===== src/triple_pattern_bitmap_matcher_macros.svh =====
// Assertion macros for the triple pattern bitmap matcher.
`ifndef TRIPLE_PATTERN_BITMAP_MATCHER_MACROS_SVH
`define TRIPLE_PATTERN_BITMAP_MATCHER_MACROS_SVH

`ifndef SYNTH
// same-cycle implication, held off during reset
`define TPBM_ASSERT_IMP(lbl, ante, cons, msg) \
    lbl: assert property (@(posedge i_clk) disable iff (!i_rst_n) (ante) |-> (cons)) \
        else $error(msg);
// next-cycle implication, held off during reset
`define TPBM_ASSERT_NXT(lbl, ante, cons, msg) \
    lbl: assert property (@(posedge i_clk) disable iff (!i_rst_n) (ante) |=> (cons)) \
        else $error(msg);
`else
`define TPBM_ASSERT_IMP(lbl, ante, cons, msg)
`define TPBM_ASSERT_NXT(lbl, ante, cons, msg)
`endif

`endif


===== src/tpbm_pkg.sv =====
// Shared constants, types and status struct of the triple pattern bitmap matcher.
`default_nettype none

package tpbm_pkg;

    // slab geometry
    localparam int SLAB_ENTRIES = 64;
    localparam int MASK_BITS    = 64;

    // fixed field widths
    localparam int ENTRY_IDX_W = 6;
    localparam int MASK_IN_W   = 64;
    localparam int KEY_W       = 16;
    localparam int KEY_BIT_W   = 6;
    localparam int VEC_W       = 64;
    localparam int CNT_W       = 7;

    // derived widths
    localparam int ADDR_W     = (SLAB_ENTRIES > 1) ? $clog2(SLAB_ENTRIES) : 1;
    localparam int MASK_IDX_W = $clog2(MASK_BITS);

    // command queue between front and back
    localparam int QDEPTH = 2;
    localparam int QPTR_W = (QDEPTH > 1) ? $clog2(QDEPTH) : 1;
    localparam int QCNT_W = $clog2(QDEPTH + 1);

    typedef enum logic {
        CMD_WRITE = 1'b0,
        CMD_QUERY = 1'b1
    } t_cmd;

    // pre-decoded query key for one component
    typedef struct packed {
        logic                  wild;
        logic                  in_range;
        logic [MASK_IDX_W-1:0] bit_pos;
    } t_key_sel;

    // one classified beat as held in the queue
    typedef struct packed {
        t_cmd                   cmd;
        logic [ENTRY_IDX_W-1:0] idx;
        logic [MASK_BITS-1:0]   subj_mask;
        logic [MASK_BITS-1:0]   pred_mask;
        logic [MASK_BITS-1:0]   obj_mask;
        t_key_sel               subj_key;
        t_key_sel               pred_key;
        t_key_sel               obj_key;
    } t_item;

    // back end status seen by the top level
    typedef struct packed {
        logic             pop;
        logic             load_out;
        logic             scanning;
        logic [CNT_W-1:0] rd_idx;
        logic [CNT_W-1:0] limit;
    } t_back_stat;

endpackage

`default_nettype wire


===== src/tpbm_front.sv =====
// Front end: input handshake and decode of a beat into a queue item.
`default_nettype none

module tpbm_front (
    input  logic                             i_valid,
    output logic                             o_ready,
    input  logic                             i_command,
    input  logic [tpbm_pkg::ENTRY_IDX_W-1:0] i_entry_index,
    input  logic [tpbm_pkg::MASK_IN_W-1:0]   i_subject_mask_in,
    input  logic [tpbm_pkg::MASK_IN_W-1:0]   i_predicate_mask_in,
    input  logic [tpbm_pkg::MASK_IN_W-1:0]   i_object_mask_in,
    input  logic [tpbm_pkg::KEY_W-1:0]       i_subject_key,
    input  logic [tpbm_pkg::KEY_W-1:0]       i_predicate_key,
    input  logic [tpbm_pkg::KEY_W-1:0]       i_object_key,
    input  logic                             i_q_full,
    output logic                             o_push,
    output tpbm_pkg::t_item                  o_item
);
    import tpbm_pkg::*;

    // zero key is a wildcard, else bit (key mod 64); bits past the mask width never hit
    function automatic t_key_sel classify_key(input logic [KEY_W-1:0] key);
        t_key_sel               ks;
        logic [KEY_BIT_W-1:0]   bit_idx;
        bit_idx     = key[KEY_BIT_W-1:0];
        ks.wild     = (key == '0);
        ks.in_range = ({1'b0, bit_idx} < (KEY_BIT_W + 1)'(MASK_BITS));
        ks.bit_pos  = bit_idx[MASK_IDX_W-1:0];
        return ks;
    endfunction

    // take a beat whenever the queue has room
    assign o_ready = !i_q_full;
    assign o_push  = i_valid && !i_q_full;

    // decode; upper mask bits beyond the stored width are dropped here
    always_comb begin
        o_item.cmd       = t_cmd'(i_command);
        o_item.idx       = i_entry_index;
        o_item.subj_mask = i_subject_mask_in[MASK_BITS-1:0];
        o_item.pred_mask = i_predicate_mask_in[MASK_BITS-1:0];
        o_item.obj_mask  = i_object_mask_in[MASK_BITS-1:0];
        o_item.subj_key  = classify_key(i_subject_key);
        o_item.pred_key  = classify_key(i_predicate_key);
        o_item.obj_key   = classify_key(i_object_key);
    end

endmodule

`default_nettype wire


===== config.mk =====
export PLATFORM = sky130hd
export DESIGN_NAME = tpbm_front
export DESIGN_NICKNAME = d
export VERILOG_FILES = /design/src/triple_pattern_bitmap_matcher_macros.svh /design/src/tpbm_pkg.sv /design/src/tpbm_front.sv
export SDC_FILE = /design/constraint.sdc
export NUM_CORES = 1
export LEC_CHECK = 0
export BUFFER_PORTS_ARGS = -buffer_cell sky130_fd_sc_hd__buf_4
export CORE_AREA = 2 2 182 184
export DETAILED_ROUTE_END_ITERATION = 8
export DIE_AREA = 0 0 184 186
export GPL_TIMING_DRIVEN = 0
export PLACE_DENSITY_LB_ADDON = 0.15
export SYNTH_ARGS = -nofsm -noshare
export SYNTH_HDL_FRONTEND = slang
export SYNTH_SLANG_ARGS = --single-unit

===== constraint.sdc =====
create_clock -name vclk -period 2.1
set_clock_uncertainty 0.1 [all_clocks]
set_input_delay 0.42 -clock vclk [all_inputs]
set_output_delay 0.42 -clock vclk [all_outputs]
set_load 0.05 [all_outputs]

==> flow_summary.yaml, run 1 <==
synthesis:
  synth_top_area_cell: "buf_4"
  ys_types: 6
  yosysSeqAreaShare_pct: 0
  postSynthCellCount: 238
  syn_area_per_cell_um2: 7.42
  synthTopCellsByArea: "buf_4 (93%), nor4_1 (4.2%), and4_1 (1.5%)"
  synth_top_area_share_pct: 93.5
  ys_warn_count: 0
  synthesis.area_um2: 1770
min_path:
  worstHoldStart: "i_predicate_mask_in[23]"
  min_to: "o_item[111]"
  hp-class: "in2out"
  hold-path-cell-count: 2
detailed_routing:
  dr_wl_met2_um: 7430
  top_layer_used: "met4"
  routed_wl_um: 11600
  drtIter0Drc: 37
  antenna_left: 0
  wl_per_cell_um: 12.6
  routed-wl-met3_um: 1480
  vias: 2324
  m1WireLength_um: 2660
  viasPerCell: 2.52
  post-route-drc-count: 0
  drt-pass1-iter-count: 4
floorplanning:
  die_h_um: 186
  start_util_pct: 5.49
  die_area_um2: 34200
  placementRows: 66
  die_w_um: 184
  io_pins: 474
  fp.coreArea_um2: 32200
sta:
  fin_crit_ns: 1.93
  setup_viol: 0
  hold_viol_final: 0
  drv_slew: 0
  fin_setup_tns_ns: 0
  timing.final.crit_share_pct: 91.7
  rsz0062_at_grt: "false"
  timing.fmax_ghz: 0.519
cells_and_area:
  area_growth_pct: 145
  regArea_um2: 0
  final_area_um2: 4330
  layout-drive-gt1-share_pct: 96.1
  layout.nets: 763
  clock_buffers: 0
  fillers: 3721
  utilization_pct: 13.4
  seq_cells: 0
placement:
  placed_cell_area_um2: 4330
  gp_congestion: 0.747
  portBuffers: 272
critical_path:
  path_class: "in2out"
  crit_chain: "buf_4 > nor4_1 > and4_1 > buf_4"
  crit_buf_inv: 2
  cp_common_cell: "buf_4"
  start_kind: "input pin"
  cp_top_family: "simple AND/OR/NAND/NOR gates"
  slowest_delay_ns: 0.35
  required_ns: 1.58
  crit_path_top_delay_cell: "nor4_1"
  worstSetupEndpointType: "output pin"
  crit_arrival_ns: 1.41
  cp_max_fo: 1
pwr:
  report.power.total_mw: 1.59
  irDropWorstVdd_v: 0.000120
  leakage_nw: 2.40
  power.density_nw_per_um2: 367
global_route:
  grtUsageTotal_pct: 5.54
  grt_max_degree: 3
  antenna_found_initial: 1
  grt_pass1_vias: 2142
  grt_pass1_wl_um: 13400
  overflow: 0
clock_network:
  cts_resized: 0
  postCtsSetupBuffers: 0
  holdBufCountCts: 0
job:
  cap_violations: 0
status:
  outcome: "finished clean"
[metrics by stage]
step / cells / worst slack [ns] / hold slack (ns)
2_1_floorplan: 240 / 0.418 / 0.907
3_3_place_gp: 920 / 0.116 / 0.995
3_5_place_dp: 920 / 0.0797 / 0.995
4_1_cts: 920 / 0.0779 / 0.995
5_1_grt: 920 / 0.0836 / 0.998
6_report: 921 / 0.174 / 0.994
[cell usage in the layout (no fill, tap or decap)]
master   synthesis  final
buf_4          220    492
diode_2          0      1
nor4_1          12     12
inv_1            1      1
nor2b_1          1      1
and4_1           3      3
conb_1           1      3
[cell families (layout without fill, tap and decap cells)]
| group | after synthesis | in the layout | share of synthesized area [%] |
|---|---|---|---|
| AND/OR/NAND/NOR | 16 | 16 | 6.09 |
| buffers and inverters | 221 | 493 | 93.7 |
| other | 1 | 4 | 0.212 |
[per-layer routing]
layer  vias to the layer above  GRT usage [%]
li1                       1069              -
met1                       977           3.80
met2                       276           14.1
met3                         2           1.23
met4                         0          0.288
met5                         -              0
[cell usage after synthesis (all sizes together)]
library cell and instances:
nor2b 1, and4 3, inv 1, nor4 12, conb 1, buf 220
[cell type report]
type                       count  area (um2)  share of cell area (%)
antenna                        1        2.50                  0.0578
tap                          408         510                    11.8
buffer                       220        1650                    38.2
inverter                       1        3.75                  0.0867
multi-input combinational     19         119                    2.75
timing repair buffer         272        2040                    47.2
[power breakdown]
group	switching, mW	total, mW	internal [mW]
registers	0	0	0
logic	0.995	1.59	0.593
clock network	0	0.0000000638	0.0000000638
[worst max-delay path by stage]
stage                       startpoint    endpoint  depth (start not counted)
floorplan           i_predicate_key[2]  o_item[15]                          2
global placement     i_subject_key[10]  o_item[23]                          4
detailed placement   i_subject_key[10]  o_item[23]                          4
CTS                  i_subject_key[10]  o_item[23]                          4
global route         i_subject_key[10]  o_item[23]                          4
finish               i_subject_key[10]  o_item[23]                          4
(Power assumes the default switching activity.)
==> run 2: changes to the inputs <==
--- a/config.mk
+++ b/config.mk
@@ -5,10 +5,10 @@
 export SDC_FILE = /design/constraint.sdc
 export NUM_CORES = 1
 export LEC_CHECK = 0
-export BUFFER_PORTS_ARGS = -buffer_cell sky130_fd_sc_hd__buf_4
-export CORE_AREA = 2 2 182 184
+export CORE_AREA = 2 2 183 185
 export DETAILED_ROUTE_END_ITERATION = 8
-export DIE_AREA = 0 0 184 186
+export DIE_AREA = 0 0 185 187
+export DONT_BUFFER_PORTS = 1
 export GPL_TIMING_DRIVEN = 0
 export PLACE_DENSITY_LB_ADDON = 0.15
 export SYNTH_ARGS = -nofsm -noshare
==> constraint.sdc (replaced) <==
create_clock -name vclk -period 2.3
set_clock_uncertainty 0.1 [all_clocks]
set_input_delay 0.46 -clock vclk [all_inputs]
set_output_delay 0.46 -clock vclk [all_outputs]
set_load 0.05 [all_outputs]
==> flow_summary.yaml, run 2 (synthesized netlist as in run 1, its figures left out) <==
critical_path:
  crit_buf_inv: 0
  cp_top_family: "simple AND/OR/NAND/NOR gates"
  start_kind: "input pin"
  crit_chain: "nor4_1 > and4_1"
  cp_max_fo: 1
  worstSetupEndpointType: "output pin"
  required_ns: 1.74
  crit_path_top_delay_cell: "and4_1"
  path_class: "in2out"
  crit_arrival_ns: 1.50
  slowest_delay_ns: 0.73
min_path:
  hp-class: "in2out"
sta:
  tightest_slew_ns: 0.950
  timing.final.crit_share_pct: 89.4
  fin_crit_ns: 2.06
  timing.fmax_ghz: 0.486
  rsz0062_at_grt: "false"
  drv_slew: 0
  setup_viol: 0
  max_slew_margin_pct: 36.6
  hold_viol_final: 0
  fin_setup_tns_ns: 0
cells_and_area:
  regArea_um2: 0
  seq_cells: 0
  mostFrequentLayoutCell: "buf_4"
  layout-drive-gt1-share_pct: 91.7
  layout_common_cells: "buf_4 (220), nor4_1 (12), and4_1 (3), conb_1 (3)"
  layout.nets: 491
  final_area_um2: 2340
  clock_buffers: 0
  area_growth_pct: 32.3
global_route:
  grtUsageTotal_pct: 4.61
  grt_pass1_vias: 1371
  antenna_found_initial: 3
  grt_max_degree: 3
  grt_pass1_wl_um: 10800
  overflow: 0
detailed_routing:
  antenna_left: 0
  drtIter0Drc: 7
  vias: 1407
  drt-pass1-iter-count: 4
  post-route-drc-count: 0
  viasPerCell: 2.04
  wl_per_cell_um: 14.3
  routed_wl_um: 9820
clock_network:
  holdBufCountCts: 0
  cts_resized: 0
  postCtsSetupBuffers: 0
floorplanning:
  placementRows: 67
  die_w_um: 185
  fp.coreArea_um2: 32900
  die_area_um2: 34600
  io_pins: 474
  die_h_um: 187
  start_util_pct: 5.38
job:
  cap_violations: 0
placement:
  gp_congestion: 0.717
  placed_cell_area_um2: 2330
  portBuffers: 0
  dp_hpwl_um: 9550
status:
  outcome: "finished clean"
pwr:
  power.density_nw_per_um2: 465
  irDropWorstVdd_v: 0.0000798
  leakage_nw: 1.09
[run 2: stage by stage]
| step | hold slack [ns] | utilization (%) | power, mW | setup WS, ns | std cells |
|---|---|---|---|---|---|
| 2_1_floorplan | 0.987 | - | 1.04 | 0.538 | 240 |
| 3_3_place_gp | 0.989 | 7.10 | 1.11 | 0.296 | 688 |
| 3_5_place_dp | 0.988 | 7.10 | 1.10 | 0.247 | 688 |
| 4_1_cts | 0.988 | 7.10 | 1.10 | 0.244 | 688 |
| 5_1_grt | 0.988 | 7.11 | 1.11 | 0.263 | 689 |
| 6_report | 0.988 | 7.11 | 1.09 | 0.243 | 689 |
[run 2: layout make-up]
type	count	area (um2)
Multi-Input combinational cell	19	119
Inverter	1	3.75
Antenna cell	1	2.50
Fill cell	3855	30500
Tap cell	448	561
Buffer	220	1650
[run 2: per-layer routing]
layer | global-route usage (%) | share of wire, % | vias up
li1 | - | - | 524
met1 | 2.45 | 19 | 587
met2 | 10.8 | 60 | 272
met3 | 1.85 | 15 | 20
met4 | 2.41 | 5.4 | 4
met5 | 0 | 0.23 | -
[run 2: path summary, 6_finish.rpt]
kind	end	depth (start not counted)	from
setup / recovery	o_item[23]	2	i_subject_key[10]
hold / removal	o_item[137]	1	i_predicate_mask_in[49]
[run 2: power breakdown]
part           internal, mW     total, mW  switching [mW]
Sequential                0             0               0
Combinational         0.260          1.09           0.828
Clock          0.0000000584  0.0000000584               0
