**src/triple_pattern_bitmap_matcher_macros.svh**
```systemverilog
// Assertion macros for the triple pattern bitmap matcher.
`ifndef TRIPLE_PATTERN_BITMAP_MATCHER_MACROS_SVH
`define TRIPLE_PATTERN_BITMAP_MATCHER_MACROS_SVH

`ifndef SYNTH
// same-cycle implication, held off during reset
`define TPBM_ASSERT_IMP(lbl, ante, cons, msg) \
    lbl: assert property (@(posedge i_clk) disable iff (!i_rst_n) (ante) |-> (cons)) \
        else $error(msg);
// next-cycle implication, held off during reset
`define TPBM_ASSERT_NXT(lbl, ante, cons, msg) \
    lbl: assert property (@(posedge i_clk) disable iff (!i_rst_n) (ante) |=> (cons)) \
        else $error(msg);
`else
`define TPBM_ASSERT_IMP(lbl, ante, cons, msg)
`define TPBM_ASSERT_NXT(lbl, ante, cons, msg)
`endif

`endif

```
**src/tpbm_pkg.sv**
```systemverilog
// Shared constants, types and status struct of the triple pattern bitmap matcher.
`default_nettype none

package tpbm_pkg;

    // slab geometry
    localparam int SLAB_ENTRIES = 64;
    localparam int MASK_BITS    = 64;

    // fixed field widths
    localparam int ENTRY_IDX_W = 6;
    localparam int MASK_IN_W   = 64;
    localparam int KEY_W       = 16;
    localparam int KEY_BIT_W   = 6;
    localparam int VEC_W       = 64;
    localparam int CNT_W       = 7;

    // derived widths
    localparam int ADDR_W     = (SLAB_ENTRIES > 1) ? $clog2(SLAB_ENTRIES) : 1;
    localparam int MASK_IDX_W = $clog2(MASK_BITS);

    // command queue between front and back
    localparam int QDEPTH = 2;
    localparam int QPTR_W = (QDEPTH > 1) ? $clog2(QDEPTH) : 1;
    localparam int QCNT_W = $clog2(QDEPTH + 1);

    typedef enum logic {
        CMD_WRITE = 1'b0,
        CMD_QUERY = 1'b1
    } t_cmd;

    // pre-decoded query key for one component
    typedef struct packed {
        logic                  wild;
        logic                  in_range;
        logic [MASK_IDX_W-1:0] bit_pos;
    } t_key_sel;

    // one classified beat as held in the queue
    typedef struct packed {
        t_cmd                   cmd;
        logic [ENTRY_IDX_W-1:0] idx;
        logic [MASK_BITS-1:0]   subj_mask;
        logic [MASK_BITS-1:0]   pred_mask;
        logic [MASK_BITS-1:0]   obj_mask;
        t_key_sel               subj_key;
        t_key_sel               pred_key;
        t_key_sel               obj_key;
    } t_item;

    // back end status seen by the top level
    typedef struct packed {
        logic             pop;
        logic             load_out;
        logic             scanning;
        logic [CNT_W-1:0] rd_idx;
        logic [CNT_W-1:0] limit;
    } t_back_stat;

endpackage

`default_nettype wire

```
**src/tpbm_queue.sv**
```systemverilog
// Short FIFO of decoded items between the front and back ends.
`default_nettype none

module tpbm_queue (
    input  logic            i_clk,
    input  logic            i_rst_n,
    input  logic            i_push,
    input  tpbm_pkg::t_item i_item,
    output logic            o_full,
    output logic            o_valid,
    output tpbm_pkg::t_item o_item,
    input  logic            i_pop
);
    import tpbm_pkg::*;

    t_item              r_mem [QDEPTH];
    logic [QPTR_W-1:0]  r_wr_ptr;
    logic [QPTR_W-1:0]  r_rd_ptr;
    logic [QCNT_W-1:0]  r_count;
    logic [QPTR_W-1:0]  n_wr_ptr;
    logic [QPTR_W-1:0]  n_rd_ptr;
    logic [QCNT_W-1:0]  n_count;

    function automatic logic [QPTR_W-1:0] ptr_inc(input logic [QPTR_W-1:0] ptr);
        return (ptr == QPTR_W'(QDEPTH - 1)) ? '0 : ptr + 1'b1;
    endfunction

    assign o_full  = (r_count == QCNT_W'(QDEPTH));
    assign o_valid = (r_count != '0);
    assign o_item  = r_mem[r_rd_ptr];

    // pointer and fill bookkeeping
    always_comb begin
        n_wr_ptr = i_push ? ptr_inc(r_wr_ptr) : r_wr_ptr;
        n_rd_ptr = i_pop  ? ptr_inc(r_rd_ptr) : r_rd_ptr;
        n_count  = r_count;
        if (i_push && !i_pop) begin
            n_count = r_count + 1'b1;
        end else if (i_pop && !i_push) begin
            n_count = r_count - 1'b1;
        end
    end

    always_ff @(posedge i_clk) begin
        if (!i_rst_n) begin
            r_wr_ptr <= '0;
            r_rd_ptr <= '0;
            r_count  <= '0;
        end else begin
            r_wr_ptr <= n_wr_ptr;
            r_rd_ptr <= n_rd_ptr;
            r_count  <= n_count;
        end
    end

    // item storage
    always_ff @(posedge i_clk) begin
        if (i_push) begin
            r_mem[r_wr_ptr] <= i_item;
        end
    end

endmodule

`default_nettype wire

```
**config.mk**
```make
export PLATFORM = sky130hd
export DESIGN_NAME = tpbm_queue
export DESIGN_NICKNAME = d
export VERILOG_FILES = /design/src/triple_pattern_bitmap_matcher_macros.svh /design/src/tpbm_pkg.sv /design/src/tpbm_queue.sv
export SDC_FILE = /design/constraint.sdc
export NUM_CORES = 1
export LEC_CHECK = 0
export ABC_AREA = 1
export BUFFER_PORTS_ARGS = -buffer_cell sky130_fd_sc_hd__buf_4
export CORE_MARGIN = 4
export CORE_UTILIZATION = 53
export DETAILED_ROUTE_END_ITERATION = 7
export PLACE_DENSITY = 0.8
export SYNTH_ARGS = -nofsm -noshare
export SYNTH_HDL_FRONTEND = slang
export SYNTH_SLANG_ARGS = --single-unit
```
**constraint.sdc**
```tcl
create_clock -name i_clk -period 15.2 [get_ports i_clk]
set_clock_uncertainty 0.05 [all_clocks]
set_input_delay 1.52 -clock i_clk [delete_from_list [all_inputs] [get_ports i_clk]]
set_output_delay 1.52 -clock i_clk [all_outputs]
set_load 0.005 [all_outputs]
```
==> results of run 1 <==
==> state kept, by name, indices dropped and copies added (netlist names), named ones only <==
signal / count
r_mem: 446
r_count: 2
r_rd_ptr: 1
r_wr_ptr: 1
==> cell families after synthesis <==
family	after synthesis	synth area share
AO/OA/AOI/OAI	2	0.000588
flip-flops	451	0.793
buffers and inverters	33	0.0165
AND/OR/NAND/NOR	19	0.00441
adder cells (fa/ha/maj)	1	0.000735
multiplexers	223	0.185
==> layout by cell type, fill, tap and decap left out <==
master      synthesis  routed
mux2_2             53      53
buf_4               0     456
inv_6               0       1
diode_2             0       3
inv_8               0       1
clkbuf_1            0       6
dfxtp_1             5       4
buf_12              0       1
clkinv_2            0       7
bufinv_16           0       7
nand3_1             1       1
clkinv_1            0      10
nand2_1             9       9
clkinv_4            0       1
ha_1                1       1
clkbuf_8            0       3
clkinvlp_4          0       1
clkbuf_16           0      45
dfxtp_4             0       1
nor2_1              8       7
mux2_4            170     170
o21ai_0             1       1
nor2_4              0       1
nand4_1             1       1
edfxtp_1          446     446
a21oi_1             1       1
inv_1               8       7
==> tightest hold or removal path, stage by stage, from the launching register on <==
cell and delay (ns):
dfxtp_1 0.33, nor2_1 0.06, nor2_1 0.08
==> through the flow <==
stage                     worst slack, ns  hold slack (ns)
after floorplan                      3.46            0.413
after global placement              10.60            0.426
after detailed placement            10.63            0.440
after CTS                           10.83            0.456
after global routing                10.74            0.486
final                               10.85            0.451
==> power by group through the flow <==
stage,clock network (µW),logic [µW],registers (µW)
after global placement,0,302,1480
after detailed placement,0,306,1490
after CTS,1140,308,1460
after global routing,1190,323,1470
final,1110,305,1460
after floorplan,0,147,1500
==> worst paths after layout <==
path | startpoint | to | slack, ns | depth (start not counted)
hold reg to reg | r_rd_ptr | register | 0.45 | 2
hold / removal | r_rd_ptr | register | 0.45 | 2
setup / recovery | register | o_item[68] | 10.85 | 3
setup reg to reg | r_wr_ptr | r_mem[0][60] | 12.00 | 3
==> cell type report <==
cell class              instances  area [µm²]  share of cell area
clock buffers                  54        1190              0.0535
well taps                     402         503              0.0226
flip-flops and latches        451       13500               0.607
multi-input cells             245        3250               0.146
repair buffers                457        3440               0.155
clock inverters                27         308              0.0138
diodes                          3        7.51            0.000338
inverters                       8        37.5             0.00169
==> routing by layer <==
layer,share of wire,vias to the layer above,global-route usage
met3,0.076,86,0.0575
met1,0.36,4113,0.221
li1,-,3847,-
met5,0,-,0
met2,0.53,346,0.347
met4,0.042,0,0.0873
==> flow_summary.json, run 1 <==
{
  "ctsHoldBuffers": 0,
  "async_reset_ff_frac": 0,
  "syn_avg_cell_area_um2": 23.3,
  "p_sw_uw": 581,
  "hold_class": "reg -> reg",
  "yosys_register_bits": 451,
  "root_buffer": "clkbuf_16",
  "post_cts_resized": 0,
  "slew-limit-headroom": 0.217,
  "yosys-top-cells-area": "edfxtp_1, mux2_4, mux2_2, buf_6, dfxtp_1",
  "ios": 452,
  "synth-main-ff-cell": "edfxtp_1",
  "ys_seq_area_frac": 0.793,
  "ys_types": 14,
  "fillers": 1909,
  "synthTopCellsByCount": "edfxtp_1, mux2_4, mux2_2, buf_6, nand2_1",
  "first_pass_iters": 5,
  "overflow": 0,
  "dr_total_vias": 8392,
  "grt_usage": 0.196,
  "cts_buffer_depth": 3,
  "setup_tns_ns": 0,
  "outcome": "complete, no violations",
  "coreArea_mm2": 0.0316,
  "die_area_mm2": 0.0350,
  "grt_pass1_vias": 9045,
  "utilization": 0.703,
  "drtIter0Drc": 502,
  "drc": 0,
  "placedCellCount": 1563,
  "gp_congestion": 0.755,
  "initial_core_util": 0.538,
  "yosysWarnings": 0,
  "cts_tree": "built",
  "fp.dieW_um": 187,
  "rsz0062_at_grt": "false",
  "crit_fanout": 135,
  "netlist_area_mm2": 0.0170,
  "clkTransAtPathRegs_ns": 0.06,
  "yosysTopAreaCell": "edfxtp_1",
  "critPathBufInv": 2,
  "ir_drop_mv": 0.129,
  "p_seq_frac": 0.508,
  "fin_total_pwr_uw": 2880,
  "vias_per_cell": 5.10,
  "place_area_mm2": 0.0207,
  "drive_gt1_frac": 0.602,
  "required_ns": 13.63,
  "min_period_ns": 4.35,
  "final_area_mm2": 0.0222,
  "synth-edff-count": 446,
  "maxSlewViolCount": 0,
  "grt_antenna_before_repair": 3,
  "synth.most_common_cell": "edfxtp_1",
  "maxCapViolations": 0,
  "clock-sinks": 451,
  "cp_top_family": "flip-flops",
  "crit_path_cell_trace": "buf_12, mux2_4, buf_4",
  "synth_nets": 957,
  "syn_to_final_growth_pct": 30.7,
  "power_frac_clock": 0.386,
  "grt_max_degree": 152,
  "sw_frac_of_total": 0.202,
  "crit_slowest_cell": "dfxtp_4",
  "dp_hpwl_mm": 23.9,
  "cts_buffers": 45,
  "routed_wl_mm": 35.6,
  "crit_type": "reg -> out",
  "syn-instance-count": 729,
  "fin_crit_sh": 0.286,
  "worst_pin_slew_ns": 1.17,
  "ctsHtreeMaxLevel": 2,
  "nNetsFinal": 1436,
  "critPathLaunchType": "register",
  "cts_setup_buffers": 0,
  "arrival_ns": 2.78,
  "static-leakage-power_uw": 0.00874,
  "rows": 65,
  "cp_slowest_stage_delay_ns": 0.75,
  "setup_viol": 0,
  "die_h_um": 187,
  "fmax_ghz": 0.230,
  "synth_top_area_share": 0.787,
  "final_cells": 1647,
  "p_int_uw": 2300,
  "p_per_area_mw_per_mm2": 129,
  "routedWlPerCell_um": 21.6,
  "hold_violations": 0,
  "clk_latency_ns": 0.53,
  "antenna_left": 0,
  "grt_pass1_wl_mm": 53.1,
  "critical_path.endpoint_type": "output pin",
  "pwr-share-comb": 0.106,
  "port_buffers": 451
}
Power figures use the tool's default switching activity.
==> run 2: changes to the inputs <==
- CORE_UTILIZATION: 53 -> 47
- PLACE_DENSITY: 0.8 -> 0.75
- clock period: 15.2 -> 4 ns (I/O delays scaled with it)
==> flow_summary.json, run 2 (same netlist as run 1, synthesis figures left out) <==
{
  "critical_path.endpoint_type": "output pin",
  "grt_pass1_vias": 10500,
  "clock-sinks": 451,
  "crit_type": "reg -> out",
  "fmax_ghz": 0.354,
  "rsz0062_at_grt": "false",
  "whs_ns": 0.0419,
  "first_pass_iters": 5,
  "place_ws_ns": 1.68,
  "die_h_um": 198,
  "fillers": 2116,
  "cts_buffers": 45,
  "fin_total_pwr_uw": 10900,
  "top_register": "r_mem",
  "antenna_left": 0,
  "utilization": 0.692,
  "worst_pin_slew_ns": 0.911,
  "vias_per_cell": 4.90,
  "layout_commonest_cell": "buf_4",
  "dr_total_vias": 9509,
  "setup_ws_ns": 1.18,
  "syn_to_final_growth_pct": 45.0,
  "top_regs": "r_mem x446, r_count x2",
  "largest_reg_flops": 446,
  "overflow": 0,
  "clkTransAtPathRegs_ns": 0.06,
  "min_period_ns": 2.82,
  "static-leakage-power_uw": 0.00972,
  "hold_class": "in -> reg",
  "gp_congestion": 0.837,
  "maxCapViolations": 0,
  "cts_setup_buffers": 0,
  "root_buffer": "clkbuf_16",
  "grt_max_degree": 51,
  "slew-limit-headroom": 0.391,
  "arrival_ns": 2.37,
  "port_buffers": 451,
  "cts_tree": "built",
  "required_ns": 3.55,
  "fp.dieW_um": 198,
  "ctsHtreeMaxLevel": 2,
  "coreArea_mm2": 0.0357,
  "final_cell_mix": "buf_4, edfxtp_1, dlygate4sd3_1, mux2_4, mux2_2",
  "grt_antenna_before_repair": 3,
  "drtIter0Drc": 443,
  "initial_core_util": 0.477,
  "grt_pass1_wl_mm": 60.0,
  "dp_hpwl_mm": 26.9,
  "hold_violations": 0,
  "crit_fanout": 34,
  "outcome": "complete, no violations",
  "die_area_mm2": 0.0393,
  "ir_drop_mv": 0.401,
  "cts_buffer_depth": 3,
  "p_per_area_mw_per_mm2": 444,
  "setup_viol": 0,
  "routedWlPerCell_um": 21.2,
  "critPathLaunchType": "register",
  "fin_crit_sh": 0.706,
  "nNetsFinal": 1674,
  "rows": 69,
  "maxSlewViolCount": 0,
  "drc": 0,
  "drive_gt1_frac": 0.514,
  "grt_usage": 0.199,
  "routed_wl_mm": 41.2,
  "ios": 452,
  "clk_latency_ns": 0.52
}
-- run 2: cell count changes in the layout (fill, tap and decap cells not counted), sizes merged --
cell         before  now
buf             457  473
bufinv            7    4
clkbuf           54   55
clkinv           18   19
dlygate4sd3       0  222
inv               9    8
-- run 2: worst paths after layout --
kind	startpoint	endpoint	slack (ns)	cells past startpoint
worst max-delay path	register	o_item[207]	1.18	3
worst min-delay path	i_item[66]	r_mem[0][66]	0.04	1
worst max register to register	r_wr_ptr	r_mem[1][211]	1.95	3
worst min register to register	r_rd_ptr	r_rd_ptr	0.47	2
-- run 2: cell type report --
| class | instances | area (µm²) | area share |
|---|---|---|---|
| multi-input combinational | 245 | 3270 | 0.133 |
| sequential | 451 | 13500 | 0.547 |
| timing repair buffer | 695 | 5900 | 0.239 |
| clock buffer | 55 | 1170 | 0.0475 |
| clock inverter | 24 | 211 | 0.00857 |
| antenna | 3 | 7.51 | 0.000304 |
| tap | 461 | 577 | 0.0234 |
| inverter | 8 | 46.3 | 0.00188 |
-- run 2: where the power goes --
| part | internal [µW] | switching, µW |
|---|---|---|
| Clock | 2330 | 1660 |
| Sequential | 5480 | 82.8 |
| Combinational | 847 | 548 |
-- run 2: worst max-delay path: stages, from the launching register on --
cell and delay, ns:
dfxtp_4 0.74, buf_4 0.54, mux2_2 0.40, buf_4 0.14
-- run 2: repair_timing --
action                                 4_1_cts  5_1_grt
hold buffers                               222        0
endpoints found under the hold margin      444        0
gates resized for setup                      0        0
-- run 2: per-layer routing --
metal	part of all wire	vias to the layer above	GRT usage
met5	0	-	0
met4	0.041	0	0.0831
met3	0.065	93	0.0521
met2	0.54	346	0.365
met1	0.36	4741	0.219
li1	-	4329	-
-- run 2: per-stage QoR --
step	setup TNS [ns]	std cells	cell area (µm²)
6_report	0	1942	24700
3_3_place_gp	0	1638	21100
4_1_cts	0	1939	24700
3_5_place_dp	0	1638	21100
2_1_floorplan	-85.52	729	17100
5_1_grt	0	1942	24700
